$ cat src/rtl/core/round_robin_sleep_scheduler_macros.svh
// Assertion helpers for the round-robin sleep scheduler.
`ifndef ROUND_ROBIN_SLEEP_SCHEDULER_MACROS_SVH
`define ROUND_ROBIN_SLEEP_SCHEDULER_MACROS_SVH

// Same-cycle implication, checked outside reset.
`define RRSS_ASSERT_IMP(name, clk, rst_n, ante, cons) \
    name: assert property (@(posedge clk) disable iff (!rst_n) (ante) |-> (cons)) \
        else $error("round_robin_sleep_scheduler: assertion failed");

// Next-cycle implication, checked outside reset.
`define RRSS_ASSERT_NXT(name, clk, rst_n, ante, cons) \
    name: assert property (@(posedge clk) disable iff (!rst_n) (ante) |=> (cons)) \
        else $error("round_robin_sleep_scheduler: assertion failed");

`endif

$ cat src/rtl/core/rrss_pkg.sv
package rrss_pkg;

    // Field widths
    localparam int CMD_W     = 2;
    localparam int SECS_W    = 17;
    localparam int RATE_W    = 10;
    localparam int TICK_W    = 27;
    localparam int PID_OUT_W = 3;
    localparam int PROD_W    = SECS_W + RATE_W;

    // Configuration port
    localparam int CFG_IDX_W = 2;
    localparam int CFG_W     = 27;

    // Stream payload layout
    localparam int IN_TDATA_W      = 24;
    localparam int OUT_TDATA_W     = 40;
    localparam int OUT_OLD_LSB     = 0;
    localparam int OUT_NEW_LSB     = 3;
    localparam int OUT_CREATED_LSB = 6;
    localparam int OUT_STATUS_BIT  = 9;
    localparam int OUT_TIME_LSB    = 10;

    // Defaults and reset values
    localparam int DEFAULT_NUM_PROCS = 8;
    localparam logic [RATE_W-1:0] RATE_RESET  = RATE_W'(50);
    localparam logic [TICK_W-1:0] DAY_RESET   = TICK_W'(4320000);
    localparam logic [TICK_W-1:0] LATE_RESET  = TICK_W'(3420000);
    localparam logic [TICK_W-1:0] EARLY_RESET = TICK_W'(180050);
    localparam logic [TICK_W-1:0] TICK_RESET  = TICK_W'(4319600);

    // Register indexes
    localparam logic [CFG_IDX_W-1:0] CFG_RATE  = 2'd0;
    localparam logic [CFG_IDX_W-1:0] CFG_DAY   = 2'd1;
    localparam logic [CFG_IDX_W-1:0] CFG_LATE  = 2'd2;
    localparam logic [CFG_IDX_W-1:0] CFG_EARLY = 2'd3;

    typedef enum logic [1:0] {
        PS_READY    = 2'd0,
        PS_RUNNING  = 2'd1,
        PS_SLEEPING = 2'd2,
        PS_DEAD     = 2'd3
    } t_pstate;

    typedef enum logic [CMD_W-1:0] {
        CMD_TICK   = 2'd0,
        CMD_SLEEP  = 2'd1,
        CMD_EXIT   = 2'd2,
        CMD_CREATE = 2'd3
    } t_cmd;

    typedef struct packed {
        logic take;
        logic tick_adv;
        logic mul_load;
        logic rem_start;
        logic sleep_wr;
        logic exit_wr;
        logic create_exec;
        logic scan_init;
        logic scan_run;
        logic search_init;
        logic search_run;
        logic out_load;
    } t_dp_cmd;

    typedef struct packed {
        t_cmd cmd;
        logic rem_busy;
        logic scan_done;
        logic found;
        logic out_space;
    } t_dp_stat;

endpackage

$ cat src/rtl/core/rrss_rem.sv
// Restoring remainder unit: one dividend bit per cycle.
module rrss_rem import rrss_pkg::*; (
    input  logic              i_clk,
    input  logic              i_rst_n,
    input  logic              i_start,
    input  logic [TICK_W:0]   i_dividend,
    input  logic [TICK_W:0]   i_divisor,
    output logic              o_busy,
    output logic [TICK_W-1:0] o_rem
);

    localparam int DVD_W = TICK_W + 1;
    localparam int CNT_W = $clog2(DVD_W + 1);

    logic [CNT_W-1:0] r_cnt;
    logic             r_busy;
    logic [DVD_W-1:0] r_dvd;
    logic [DVD_W-1:0] r_dvs;
    logic [DVD_W-1:0] r_rem;
    logic [DVD_W:0]   trial;
    logic [DVD_W-1:0] n_rem;

    always_comb begin
        trial = {r_rem, r_dvd[DVD_W-1]};
        if (trial >= {1'b0, r_dvs}) begin
            n_rem = DVD_W'(trial - {1'b0, r_dvs});
        end else begin
            n_rem = trial[DVD_W-1:0];
        end
    end

    always_ff @(posedge i_clk) begin
        if (!i_rst_n) begin
            r_busy <= 1'b0;
            r_cnt  <= '0;
        end else if (i_start) begin
            r_busy <= 1'b1;
            r_cnt  <= CNT_W'(DVD_W);
        end else if (r_busy) begin
            r_cnt  <= r_cnt - 1'b1;
            r_busy <= (r_cnt != CNT_W'(1));
        end
    end

    always_ff @(posedge i_clk) begin
        if (i_start) begin
            r_dvd <= i_dividend;
            r_dvs <= i_divisor;
            r_rem <= '0;
        end else if (r_busy) begin
            r_dvd <= {r_dvd[DVD_W-2:0], 1'b0};
            r_rem <= n_rem;
        end
    end

    // Remainder stays below the divisor, which never exceeds 2^27.
    assign o_busy = r_busy;
    assign o_rem  = r_rem[TICK_W-1:0];

endmodule

$ cat src/rtl/core/rrss_dp.sv
// Scheduler datapath: configuration, time, process table and result register.
module rrss_dp import rrss_pkg::*; #(
    parameter int NUM_PROCS = DEFAULT_NUM_PROCS
) (
    input  logic                   i_clk,
    input  logic                   i_rst_n,
    input  logic                   i_cfg_wr_en,
    input  logic [CFG_IDX_W-1:0]   i_cfg_addr,
    input  logic [CFG_W-1:0]       i_cfg_wdata,
    input  logic [IN_TDATA_W-1:0]  i_in_data,
    output logic                   o_out_valid,
    input  logic                   i_out_ready,
    output logic [OUT_TDATA_W-1:0] o_out_data,
    input  t_dp_cmd                i_cmd,
    output t_dp_stat               o_stat
);

    localparam int PID_W = $clog2(NUM_PROCS);
    localparam int CNT_W = $clog2(NUM_PROCS + 1);
    localparam int DAY_W = TICK_W + 1;
    localparam logic [PID_W-1:0] LAST_PID = PID_W'(NUM_PROCS - 1);
    localparam logic [CNT_W-1:0] PROC_CNT = CNT_W'(NUM_PROCS);

    function automatic logic [PID_W-1:0] pid_inc(input logic [PID_W-1:0] p);
        return (p == LAST_PID) ? '0 : PID_W'(p + 1'b1);
    endfunction

    // Configuration
    logic [RATE_W-1:0] r_rate;
    logic [TICK_W-1:0] r_day;
    logic [TICK_W-1:0] r_late;
    logic [TICK_W-1:0] r_early;

    // Scheduler state
    logic [TICK_W-1:0] r_tick;
    logic [PID_W-1:0]  r_cur;
    logic [CNT_W-1:0]  r_created_cnt;

    // Item in flight
    t_cmd              r_cmd;
    logic [SECS_W-1:0] r_secs;
    logic [PID_W-1:0]  r_old;
    logic [PROD_W-1:0] r_prod;
    logic [PID_W-1:0]  r_created;
    logic              r_refused;
    logic              r_late_ok;

    // Process table
    t_pstate           r_st_mem [NUM_PROCS];
    logic [TICK_W-1:0] r_wk_mem [NUM_PROCS];
    logic [NUM_PROCS-1:0] r_st_valid;
    logic [NUM_PROCS-1:0] r_wk_valid;
    logic [PID_W-1:0]  r_idx;
    logic              r_rd_ok;
    logic [PID_W-1:0]  r_rd_addr;
    t_pstate           r_rd_st;
    logic [TICK_W-1:0] r_rd_wk;
    logic              r_rd_vs;
    logic              r_rd_vw;

    // Result
    logic                   r_out_valid;
    logic [OUT_TDATA_W-1:0] r_out_data;

    logic [DAY_W-1:0]  day_len;
    logic [DAY_W-1:0]  tick_inc;
    logic [TICK_W-1:0] tick_next;
    logic [DAY_W-1:0]  dividend;
    logic [PROD_W-1:0] prod;
    t_pstate           st_q;
    logic [TICK_W-1:0] wk_q;
    logic              wake_hit;
    logic              cur_ready;
    logic              scan_act;
    logic              found;
    logic              take_found;
    logic              can_create;
    logic              rem_busy;
    logic [TICK_W-1:0] rem;
    logic              st_we;
    logic [PID_W-1:0]  st_waddr;
    t_pstate           st_wdata;

    // A zero day length means the full counter range.
    assign day_len   = {(r_day == '0), r_day};
    assign tick_inc  = {1'b0, r_tick} + DAY_W'(1);
    assign tick_next = (tick_inc >= day_len) ? '0 : tick_inc[TICK_W-1:0];
    assign dividend  = {1'b0, r_tick} + {1'b0, r_prod};
    assign prod      = PROD_W'(r_secs) * PROD_W'(r_rate);

    // Entries never written read as their reset values.
    assign st_q = r_rd_vs ? r_rd_st : ((r_rd_addr == '0) ? PS_RUNNING : PS_DEAD);
    assign wk_q = r_rd_vw ? r_rd_wk : '0;

    assign wake_hit   = (st_q == PS_SLEEPING) && (wk_q < r_tick) &&
                        (r_late_ok || (wk_q >= r_early));
    assign cur_ready  = (r_rd_addr == r_cur) && (st_q == PS_RUNNING);
    assign scan_act   = i_cmd.scan_run && r_rd_ok;
    assign found      = r_rd_ok && ((r_rd_addr == '0) || (st_q == PS_READY));
    assign take_found = i_cmd.search_run && found;
    assign can_create = (r_created_cnt < PROC_CNT);

    always_comb begin
        st_we    = 1'b0;
        st_waddr = r_cur;
        st_wdata = PS_READY;
        priority if (i_cmd.sleep_wr) begin
            st_we    = 1'b1;
            st_wdata = PS_SLEEPING;
        end else if (i_cmd.exit_wr) begin
            st_we    = 1'b1;
            st_wdata = PS_DEAD;
        end else if (scan_act && (wake_hit || cur_ready)) begin
            st_we    = 1'b1;
            st_waddr = r_rd_addr;
        end else if (take_found) begin
            st_we    = 1'b1;
            st_waddr = r_rd_addr;
            st_wdata = PS_RUNNING;
        end else if (i_cmd.create_exec && can_create) begin
            st_we    = 1'b1;
            st_waddr = r_created_cnt[PID_W-1:0];
        end
    end

    rrss_rem u_rem (
        .i_clk      (i_clk),
        .i_rst_n    (i_rst_n),
        .i_start    (i_cmd.rem_start),
        .i_dividend (dividend),
        .i_divisor  (day_len),
        .o_busy     (rem_busy),
        .o_rem      (rem)
    );

    // Table storage and registered reads
    always_ff @(posedge i_clk) begin
        if (st_we) begin
            r_st_mem[st_waddr] <= st_wdata;
        end
        if (i_cmd.sleep_wr) begin
            r_wk_mem[r_cur] <= rem;
        end
        r_rd_st   <= r_st_mem[r_idx];
        r_rd_wk   <= r_wk_mem[r_idx];
        r_rd_addr <= r_idx;
    end

    always_ff @(posedge i_clk) begin
        if (!i_rst_n) begin
            r_st_valid <= '0;
            r_wk_valid <= '0;
            r_rd_vs    <= 1'b0;
            r_rd_vw    <= 1'b0;
            r_rd_ok    <= 1'b0;
        end else begin
            if (st_we) begin
                r_st_valid[st_waddr] <= 1'b1;
            end
            // A woken slot's wake tick returns to zero.
            if (i_cmd.sleep_wr) begin
                r_wk_valid[r_cur] <= 1'b1;
            end else if (scan_act && wake_hit) begin
                r_wk_valid[r_rd_addr] <= 1'b0;
            end
            r_rd_vs <= r_st_valid[r_idx];
            r_rd_vw <= r_wk_valid[r_idx];
            r_rd_ok <= i_cmd.scan_run || i_cmd.search_run;
        end
    end

    // Configuration, time and process bookkeeping
    always_ff @(posedge i_clk) begin
        if (!i_rst_n) begin
            r_rate        <= RATE_RESET;
            r_day         <= DAY_RESET;
            r_late        <= LATE_RESET;
            r_early       <= EARLY_RESET;
            r_tick        <= TICK_RESET;
            r_cur         <= '0;
            r_created_cnt <= CNT_W'(1);
            r_idx         <= '0;
        end else begin
            if (i_cfg_wr_en) begin
                unique case (i_cfg_addr)
                    CFG_RATE:  r_rate  <= i_cfg_wdata[RATE_W-1:0];
                    CFG_DAY:   r_day   <= i_cfg_wdata[TICK_W-1:0];
                    CFG_LATE:  r_late  <= i_cfg_wdata[TICK_W-1:0];
                    CFG_EARLY: r_early <= i_cfg_wdata[TICK_W-1:0];
                endcase
            end
            if (i_cmd.tick_adv) begin
                r_tick <= tick_next;
            end
            if (i_cmd.create_exec && can_create) begin
                r_created_cnt <= r_created_cnt + 1'b1;
            end
            if (take_found) begin
                r_cur <= r_rd_addr;
            end
            priority if (i_cmd.scan_init) begin
                r_idx <= '0;
            end else if (i_cmd.search_init) begin
                r_idx <= pid_inc(r_cur);
            end else if (i_cmd.scan_run || i_cmd.search_run) begin
                r_idx <= pid_inc(r_idx);
            end
        end
    end

    always_ff @(posedge i_clk) begin
        if (i_cmd.take) begin
            r_cmd     <= t_cmd'(i_in_data[CMD_W-1:0]);
            r_secs    <= i_in_data[CMD_W +: SECS_W];
            r_old     <= r_cur;
            r_created <= '0;
            r_refused <= 1'b0;
        end else if (i_cmd.create_exec) begin
            if (can_create) begin
                r_created <= r_created_cnt[PID_W-1:0];
            end else begin
                r_refused <= 1'b1;
            end
        end
        if (i_cmd.mul_load) begin
            r_prod <= prod;
        end
        if (i_cmd.scan_init) begin
            r_late_ok <= (r_tick < r_late);
        end
    end

    // Result register: hold until the transfer completes.
    always_ff @(posedge i_clk) begin
        if (!i_rst_n) begin
            r_out_valid <= 1'b0;
        end else if (i_cmd.out_load) begin
            r_out_valid <= 1'b1;
        end else if (i_out_ready) begin
            r_out_valid <= 1'b0;
        end
    end

    always_ff @(posedge i_clk) begin
        if (i_cmd.out_load) begin
            r_out_data <= OUT_TDATA_W'({r_tick, r_refused, PID_OUT_W'(r_created),
                                        PID_OUT_W'(r_cur), PID_OUT_W'(r_old)});
        end
    end

    assign o_out_valid      = r_out_valid;
    assign o_out_data       = r_out_data;
    assign o_stat.cmd       = r_cmd;
    assign o_stat.rem_busy  = rem_busy;
    assign o_stat.scan_done = r_rd_ok && (r_rd_addr == LAST_PID);
    assign o_stat.found     = found;
    assign o_stat.out_space = !r_out_valid || i_out_ready;

endmodule

$ cat src/rtl/core/rrss_ctrl.sv
// Scheduler sequencer: one item at a time; all but create pass through wake scan and search.
module rrss_ctrl import rrss_pkg::*; (
    input  logic     i_clk,
    input  logic     i_rst_n,
    input  logic     i_in_valid,
    output logic     o_in_ready,
    input  t_dp_stat i_stat,
    output t_dp_cmd  o_cmd
);

    typedef enum logic [3:0] {
        S_IDLE,
        S_EXEC,
        S_DIV_GO,
        S_DIV,
        S_SCAN_INIT,
        S_SCAN,
        S_SEARCH_INIT,
        S_SEARCH,
        S_RESULT
    } t_state;

    t_state r_state;
    t_state n_state;

    always_ff @(posedge i_clk) begin
        if (!i_rst_n) begin
            r_state <= S_IDLE;
        end else begin
            r_state <= n_state;
        end
    end

    always_comb begin
        n_state = r_state;
        o_cmd   = '0;
        unique case (r_state)
            S_IDLE: begin
                if (i_in_valid) begin
                    o_cmd.take = 1'b1;
                    n_state    = S_EXEC;
                end
            end
            S_EXEC: begin
                unique case (i_stat.cmd)
                    CMD_TICK: begin
                        o_cmd.tick_adv = 1'b1;
                        n_state        = S_SCAN_INIT;
                    end
                    CMD_SLEEP: begin
                        o_cmd.mul_load = 1'b1;
                        n_state        = S_DIV_GO;
                    end
                    CMD_EXIT: begin
                        o_cmd.exit_wr = 1'b1;
                        n_state       = S_SCAN_INIT;
                    end
                    CMD_CREATE: begin
                        o_cmd.create_exec = 1'b1;
                        n_state           = S_RESULT;
                    end
                endcase
            end
            S_DIV_GO: begin
                o_cmd.rem_start = 1'b1;
                n_state         = S_DIV;
            end
            S_DIV: begin
                if (!i_stat.rem_busy) begin
                    o_cmd.sleep_wr = 1'b1;
                    n_state        = S_SCAN_INIT;
                end
            end
            S_SCAN_INIT: begin
                o_cmd.scan_init = 1'b1;
                n_state         = S_SCAN;
            end
            S_SCAN: begin
                o_cmd.scan_run = 1'b1;
                if (i_stat.scan_done) begin
                    n_state = S_SEARCH_INIT;
                end
            end
            S_SEARCH_INIT: begin
                o_cmd.search_init = 1'b1;
                n_state           = S_SEARCH;
            end
            S_SEARCH: begin
                o_cmd.search_run = 1'b1;
                if (i_stat.found) begin
                    n_state = S_RESULT;
                end
            end
            S_RESULT: begin
                if (i_stat.out_space) begin
                    o_cmd.out_load = 1'b1;
                    n_state        = S_IDLE;
                end
            end
            default: begin
                n_state = S_IDLE;
            end
        endcase
    end

    assign o_in_ready = (r_state == S_IDLE);

endmodule

$ cat src/rtl/core/round_robin_sleep_scheduler.sv
// Channel      Dir  Fields (lowest bit up)
// s_axis       in   tdata: cmd[1:0], sleep_seconds[18:2], zero fill to 24 bits
// m_axis       out  tdata: old_pid[2:0], new_pid[5:3], created_pid[8:6], status[9],
//                          time_ticks[36:10], zero fill to 40 bits
// i_cfg_*      in   write enable, register index (2 bits), write data (27 bits)
//
// Create goes straight to the result; tick and exit run the wake scan and the
// round-robin search, each walking the process table one slot a cycle through its
// registered read port; sleep adds the bit-serial day-length remainder before them.
// Reset is synchronous: slot 0 runs, all other slots read as dead, with no clearing pass.
// A finished result waits in the output register; the next item is taken meanwhile,
// and the sequencer stalls only when a second result is ready before the first is taken.
`include "round_robin_sleep_scheduler_macros.svh"

module round_robin_sleep_scheduler import rrss_pkg::*; #(
    parameter int NUM_PROCS = DEFAULT_NUM_PROCS
) (
    input  logic                   i_clk,
    input  logic                   i_rst_n,
    // Configuration write port
    input  logic                   i_cfg_wr_en,
    input  logic [CFG_IDX_W-1:0]   i_cfg_addr,
    input  logic [CFG_W-1:0]       i_cfg_wdata,
    // Commands in
    input  logic                   s_axis_tvalid,
    output logic                   s_axis_tready,
    input  logic [IN_TDATA_W-1:0]  s_axis_tdata,   // cmd, sleep_seconds
    // Results out
    output logic                   m_axis_tvalid,
    input  logic                   m_axis_tready,
    output logic [OUT_TDATA_W-1:0] m_axis_tdata    // old_pid, new_pid, created_pid, status,
                                                   // time_ticks
);

    t_dp_cmd  dp_cmd;
    t_dp_stat dp_stat;

    // Sequencer: one command at a time
    rrss_ctrl u_ctrl (
        .i_clk      (i_clk),
        .i_rst_n    (i_rst_n),
        .i_in_valid (s_axis_tvalid),
        .o_in_ready (s_axis_tready),
        .i_stat     (dp_stat),
        .o_cmd      (dp_cmd)
    );

    // Datapath: time, process table, remainder unit and result register
    rrss_dp #(
        .NUM_PROCS (NUM_PROCS)
    ) u_dp (
        .i_clk       (i_clk),
        .i_rst_n     (i_rst_n),
        .i_cfg_wr_en (i_cfg_wr_en),
        .i_cfg_addr  (i_cfg_addr),
        .i_cfg_wdata (i_cfg_wdata),
        .i_in_data   (s_axis_tdata),
        .o_out_valid (m_axis_tvalid),
        .i_out_ready (m_axis_tready),
        .o_out_data  (m_axis_tdata),
        .i_cmd       (dp_cmd),
        .o_stat      (dp_stat)
    );

    // Drop ready right after a transfer: items never overlap.
    `RRSS_ASSERT_NXT(a_single_item, i_clk, i_rst_n, s_axis_tvalid && s_axis_tready, !s_axis_tready)

    // Table walks start only after the remainder unit has finished.
    `RRSS_ASSERT_IMP(a_walk_after_rem, i_clk, i_rst_n, dp_cmd.scan_run || dp_cmd.search_run, !dp_stat.rem_busy)

    // A refused create leaves the running process in place.
    `RRSS_ASSERT_IMP(a_refused_keeps_pid, i_clk, i_rst_n, m_axis_tvalid && m_axis_tdata[OUT_STATUS_BIT], m_axis_tdata[OUT_OLD_LSB +: PID_OUT_W] == m_axis_tdata[OUT_NEW_LSB +: PID_OUT_W])

endmodule
$ cat config.mk
export PLATFORM = sky130hd
export DESIGN_NAME = round_robin_sleep_scheduler
export DESIGN_NICKNAME = d
export VERILOG_FILES = /design/src/rtl/core/rrss_pkg.sv /design/src/rtl/core/rrss_rem.sv /design/src/rtl/core/rrss_dp.sv /design/src/rtl/core/rrss_ctrl.sv /design/src/rtl/core/round_robin_sleep_scheduler.sv
export VERILOG_INCLUDE_DIRS = /design/src /design/src/rtl/core
export SDC_FILE = /design/constraint.sdc
export NUM_CORES = 1
export LEC_CHECK = 0
export BUFFER_PORTS_ARGS = -buffer_cell sky130_fd_sc_hd__buf_2
export CORE_MARGIN = 4
export CORE_UTILIZATION = 65
export CTS_CLUSTER_SIZE = 14
export DETAILED_ROUTE_END_ITERATION = 7
export PLACE_DENSITY = 0.95
export RECOVER_POWER = 50
export SYNTH_ARGS = -nofsm -noshare
export SYNTH_HDL_FRONTEND = slang
export SYNTH_SLANG_ARGS = --single-unit
$ cat constraint.sdc
create_clock -name i_clk -period 9.8 [get_ports i_clk]
set_input_delay 1.47 -clock i_clk [delete_from_list [all_inputs] [get_ports i_clk]]
set_output_delay 1.47 -clock i_clk [all_outputs]
set_load 0.03 [all_outputs]
==> metrics.csv <==
stage,metric,value,unit
grt,vias in the first global route,24400,
yosys,#FFs+latches synth,597,
timing,Worst-Margin Slew,3840,ps
clock_network,clock root buffer,clkbuf_16,
yosys,syn_area_per_cell,11.2,µm²
yosys,top-count cell post-synth,edfxtp_1,
worst_setup_path,CP Launch Type,flop,
drt,DRC viols,0,
clock_network,clock sink total,597,
min_path,Hold Path Class,flop to flop,
worst_setup_path,Worst R2R Setup Slack,3340,ps
grt,first-pass GRT wire length,132,mm
die,total die area,0.0542,mm²
grt,Total GRT Usage,0.308,
die,number of core rows,82,
worst_setup_path,Reg2Reg Capture Point,u_dp.r_prod[24],
placed_design,GPL Wtd Cong,0.953,
min_path,HP Start,u_dp.r_old[0],
grt,initial antenna violation count,10,
min_path,Hold Crit Depth,0,
pwr,Cell Pwr Density,222,mW/mm²
timing,Clock Skew,33.8,ps
timing,Max-slew headroom,-1.56,
clock_network,total CTS buffers,58,
worst_setup_path,worst reg2reg path depth,21,
placed_design,dpl cells,3593,
timing,fin crit share,0.659,
yosys,synth top area cells,"edfxtp_1 (34%), dfxtp_1 (14%), ha_1 (8.8%)",
clock_network,later-pin clock latency in the skew report,640,ps
final_layout,share of cells above drive strength 1,0.100,
pwr,leakage,14.7,nW
worst_setup_path,worst reg2reg path startpoint,u_dp.r_rate[5],
final_layout,Layout area overhead,9.02,%
timing,final worst-path setup slack,3340,ps
clock_network,"Reg clk slew, reported paths",60,ps
status,violated checks,"capacitance limit, slew limit",
clock_network,Post-CTS Setup Bufs,0,
final_layout,Total Nets Final,3391,
drt,via/cell ratio,6.40,
min_path,Hold EP,u_dp.o_out_data[0],
drt,first drt pass iteration count,7,
timing,final setup violation count,0,
clock_network,CTS Hold Bufs,0,
timing,Setup TNS,0,ps
yosys,Most used DFF post-synth,edfxtp_1,
drt,drt initial violations,3012,
die,die width,233,µm
clock_network,Clock Path Buffers,3,
drt,post-route antenna net violation count,0,
die,initial core utilization,0.656,
timing,RSZ-0062 raised after global routing,no,
timing,final hold violation count,0,
clock_network,CTS tree,built,
die,Core ar.,0.0501,mm²
final_layout,area taken by multi-input logic gates,0.0156,mm²
drt,vias,23700,
grt,largest net degree at the start of global routing,86,
yosys,"Seq/Total Area, Yosys",0.478,
grt,met1 GRT Util,0.375,
worst_setup_path,Critical Path Fanout Max,18,
placed_design,"worst slack, placed",3440,ps
final_layout,Non-Filler Instances,3709,
worst_setup_path,Critical Path AT,6830,ps
final_layout,Reg area,0.0157,mm²
clock_network,CTS resizes,0,
timing,max-slew violations,402,
yosys,yosys warns,0,
worst_setup_path,crit path capture type,flop,
timing,Max Fclk,0.155,GHz
grt,Most Crowded Layer GR,met2,
worst_setup_path,Critical Path RT,10170,ps
worst_setup_path,CP Class,flop to flop,
status,outcome,finished with violations,
placed_design,DPL Wire Length,57.0,mm
timing,Tmin final,6460,ps
final_layout,FILL cells,3177,
drt,routed length per instance,22.6,µm
placed_design,input/output buffers,91,
yosys,number of library cell types mapped by synthesis,84,
die,I/O pins,100,
grt,met2 Usage GRT,0.530,
yosys,ys async rst share,0,
grt,M3 GR Usage,0.0539,
drt,Post-Route WL,83.8,mm
yosys,"EDFF count, synth",375,
grt,grt ovf,0,
yosys,mapped cell area,0.0328,mm²
pwr,worst vdd ir,177,µV
yosys,Yosys top cell area share,0.343,
run,Max-cap violations,10,
yosys,commonest cells in the synthesized netlist,"edfxtp_1 (375), nand2_1 (342), inv_1 (282)",
clock_network,CTS H-tree depth,2,
yosys,Mapped Cells,2928,
die,die height,233,µm
yosys,cell taking the most area after synthesis,edfxtp_1,
[critical path, cell delays in order (launching register included)]
cell	delay, ps
dfxtp_1	830
and2_1	260
fa_1	430
ha_1	290
inv_1	60
fa_1	530
inv_1	60
fa_1	530
inv_1	60
fa_1	520
inv_1	40
ha_1	340
o21a_1	130
o21ai_1	230
a21oi_1	90
nand2b_1	180
a31oi_1	300
o221ai_1	330
o41ai_1	580
o21bai_1	130
a21oi_1	200
xnor2_1	90
[area by class of cell]
type | instances | area share
well taps | 672 | 0.0235
diodes | 7 | 0.000490
flip-flops and latches | 597 | 0.439
repair buffers | 119 | 0.0169
multi-input cells | 1922 | 0.436
clock inverters | 28 | 0.00752
clock buffers | 81 | 0.0472
inverters | 283 | 0.0297
[metal layers]
layer,vias up,share of wire
met5,-,0.00032
met4,4,0.060
met3,393,0.092
met2,1486,0.50
met1,11400,0.35
li1,10400,-
[cell families (layout without fill, tap and decap cells)]
| logic type | count (synthesis) | after routing | share of synthesized area |
|---|---|---|---|
| buffers and inverters | 411 | 511 | 0.0477 |
| flip-flops | 597 | 597 | 0.478 |
| AO/OA/AOI/OAI | 524 | 524 | 0.103 |
| multiplexers | 118 | 118 | 0.0607 |
| other | 1 | 10 | 0.000114 |
| AND/OR/NAND/NOR | 829 | 829 | 0.123 |
| adder cells (fa/ha/maj) | 352 | 352 | 0.162 |
| XOR/XNOR | 96 | 96 | 0.0256 |
[placed cells by master, fill, tap and decap left out, types with 23 or more instances in the layout]
cell       netlist  final
o21ai_0         99     99
edfxtp_1       375    375
nor2_1          97     90
a21oi_1        174    174
mux2_2          29     29
dfxtp_1        222    221
mux2i_1         27     27
ha_1           232    232
mux4_2          62     62
buf_2            2     69
fa_1           120    120
nor3_1          43     41
inv_1          282    283
a21o_1          55     55
and3_1          23     23
clkbuf_1       105     40
nand4_1         30     30
nand3_1         46     46
and2_1         134    131
clkbuf_16        0     59
o211ai_1        33     33
xnor2_1         69     69
xor2_1          27     27
nand2b_1        27     27
nand2_1        342    342
nor2b_1         29     28
[power by group]
group	internal [mW]	switching, mW
registers	3.02	0.297
clock network	1.29	0.983
logic	0.971	1.40
total	5.28	2.68
[through the flow]
| stage | utilization | hold WS [ps] | area [µm²] | power, mW |
|---|---|---|---|---|
| after floorplan | - | 353 | 32800 | 4.96 |
| after CTS | 0.716 | 426 | 35800 | 7.89 |
| after detailed placement | 0.677 | 408 | 33900 | 5.61 |
| after global routing | 0.715 | 431 | 35800 | 8.32 |
| final | 0.715 | 424 | 35800 | 7.96 |
| after global placement | 0.677 | 403 | 33900 | 5.44 |
[registers in the layout, summed over array words and instances, names as in the netlist, 8 cells and up]
name              count
u_dp.u_rem.r_dvs     28
u_dp.r_rate          10
u_dp.u_rem.r_rem     28
u_dp.r_rd_wk         27
u_dp.r_wk_mem       216
u_dp.r_st_mem        16
u_dp.r_tick          27
u_dp.r_prod          27
u_dp.r_st_valid       8
u_dp.r_secs          17
u_dp.o_out_data      37
u_dp.r_early         27
u_dp.r_wk_valid       8
u_dp.u_rem.r_dvd     28
u_dp.r_late          27
u_dp.r_day           27
[worst max path at each step]
stage                   startpoint              end  slack, ps  depth (start not counted)
floorplan           u_dp.r_rate[2]  u_dp.r_prod[23]       3920                         23
global placement    u_dp.r_secs[5]  u_dp.r_prod[23]       3560                         21
detailed placement  u_dp.r_secs[5]  u_dp.r_prod[23]       3440                         21
CTS                 u_dp.r_secs[5]  u_dp.r_prod[23]       3430                         21
global route        u_dp.r_secs[5]  u_dp.r_prod[23]       3090                         21
finish              u_dp.r_rate[5]  u_dp.r_prod[24]       3340                         21
Note: power is estimated with default switching activity, not from simulation.
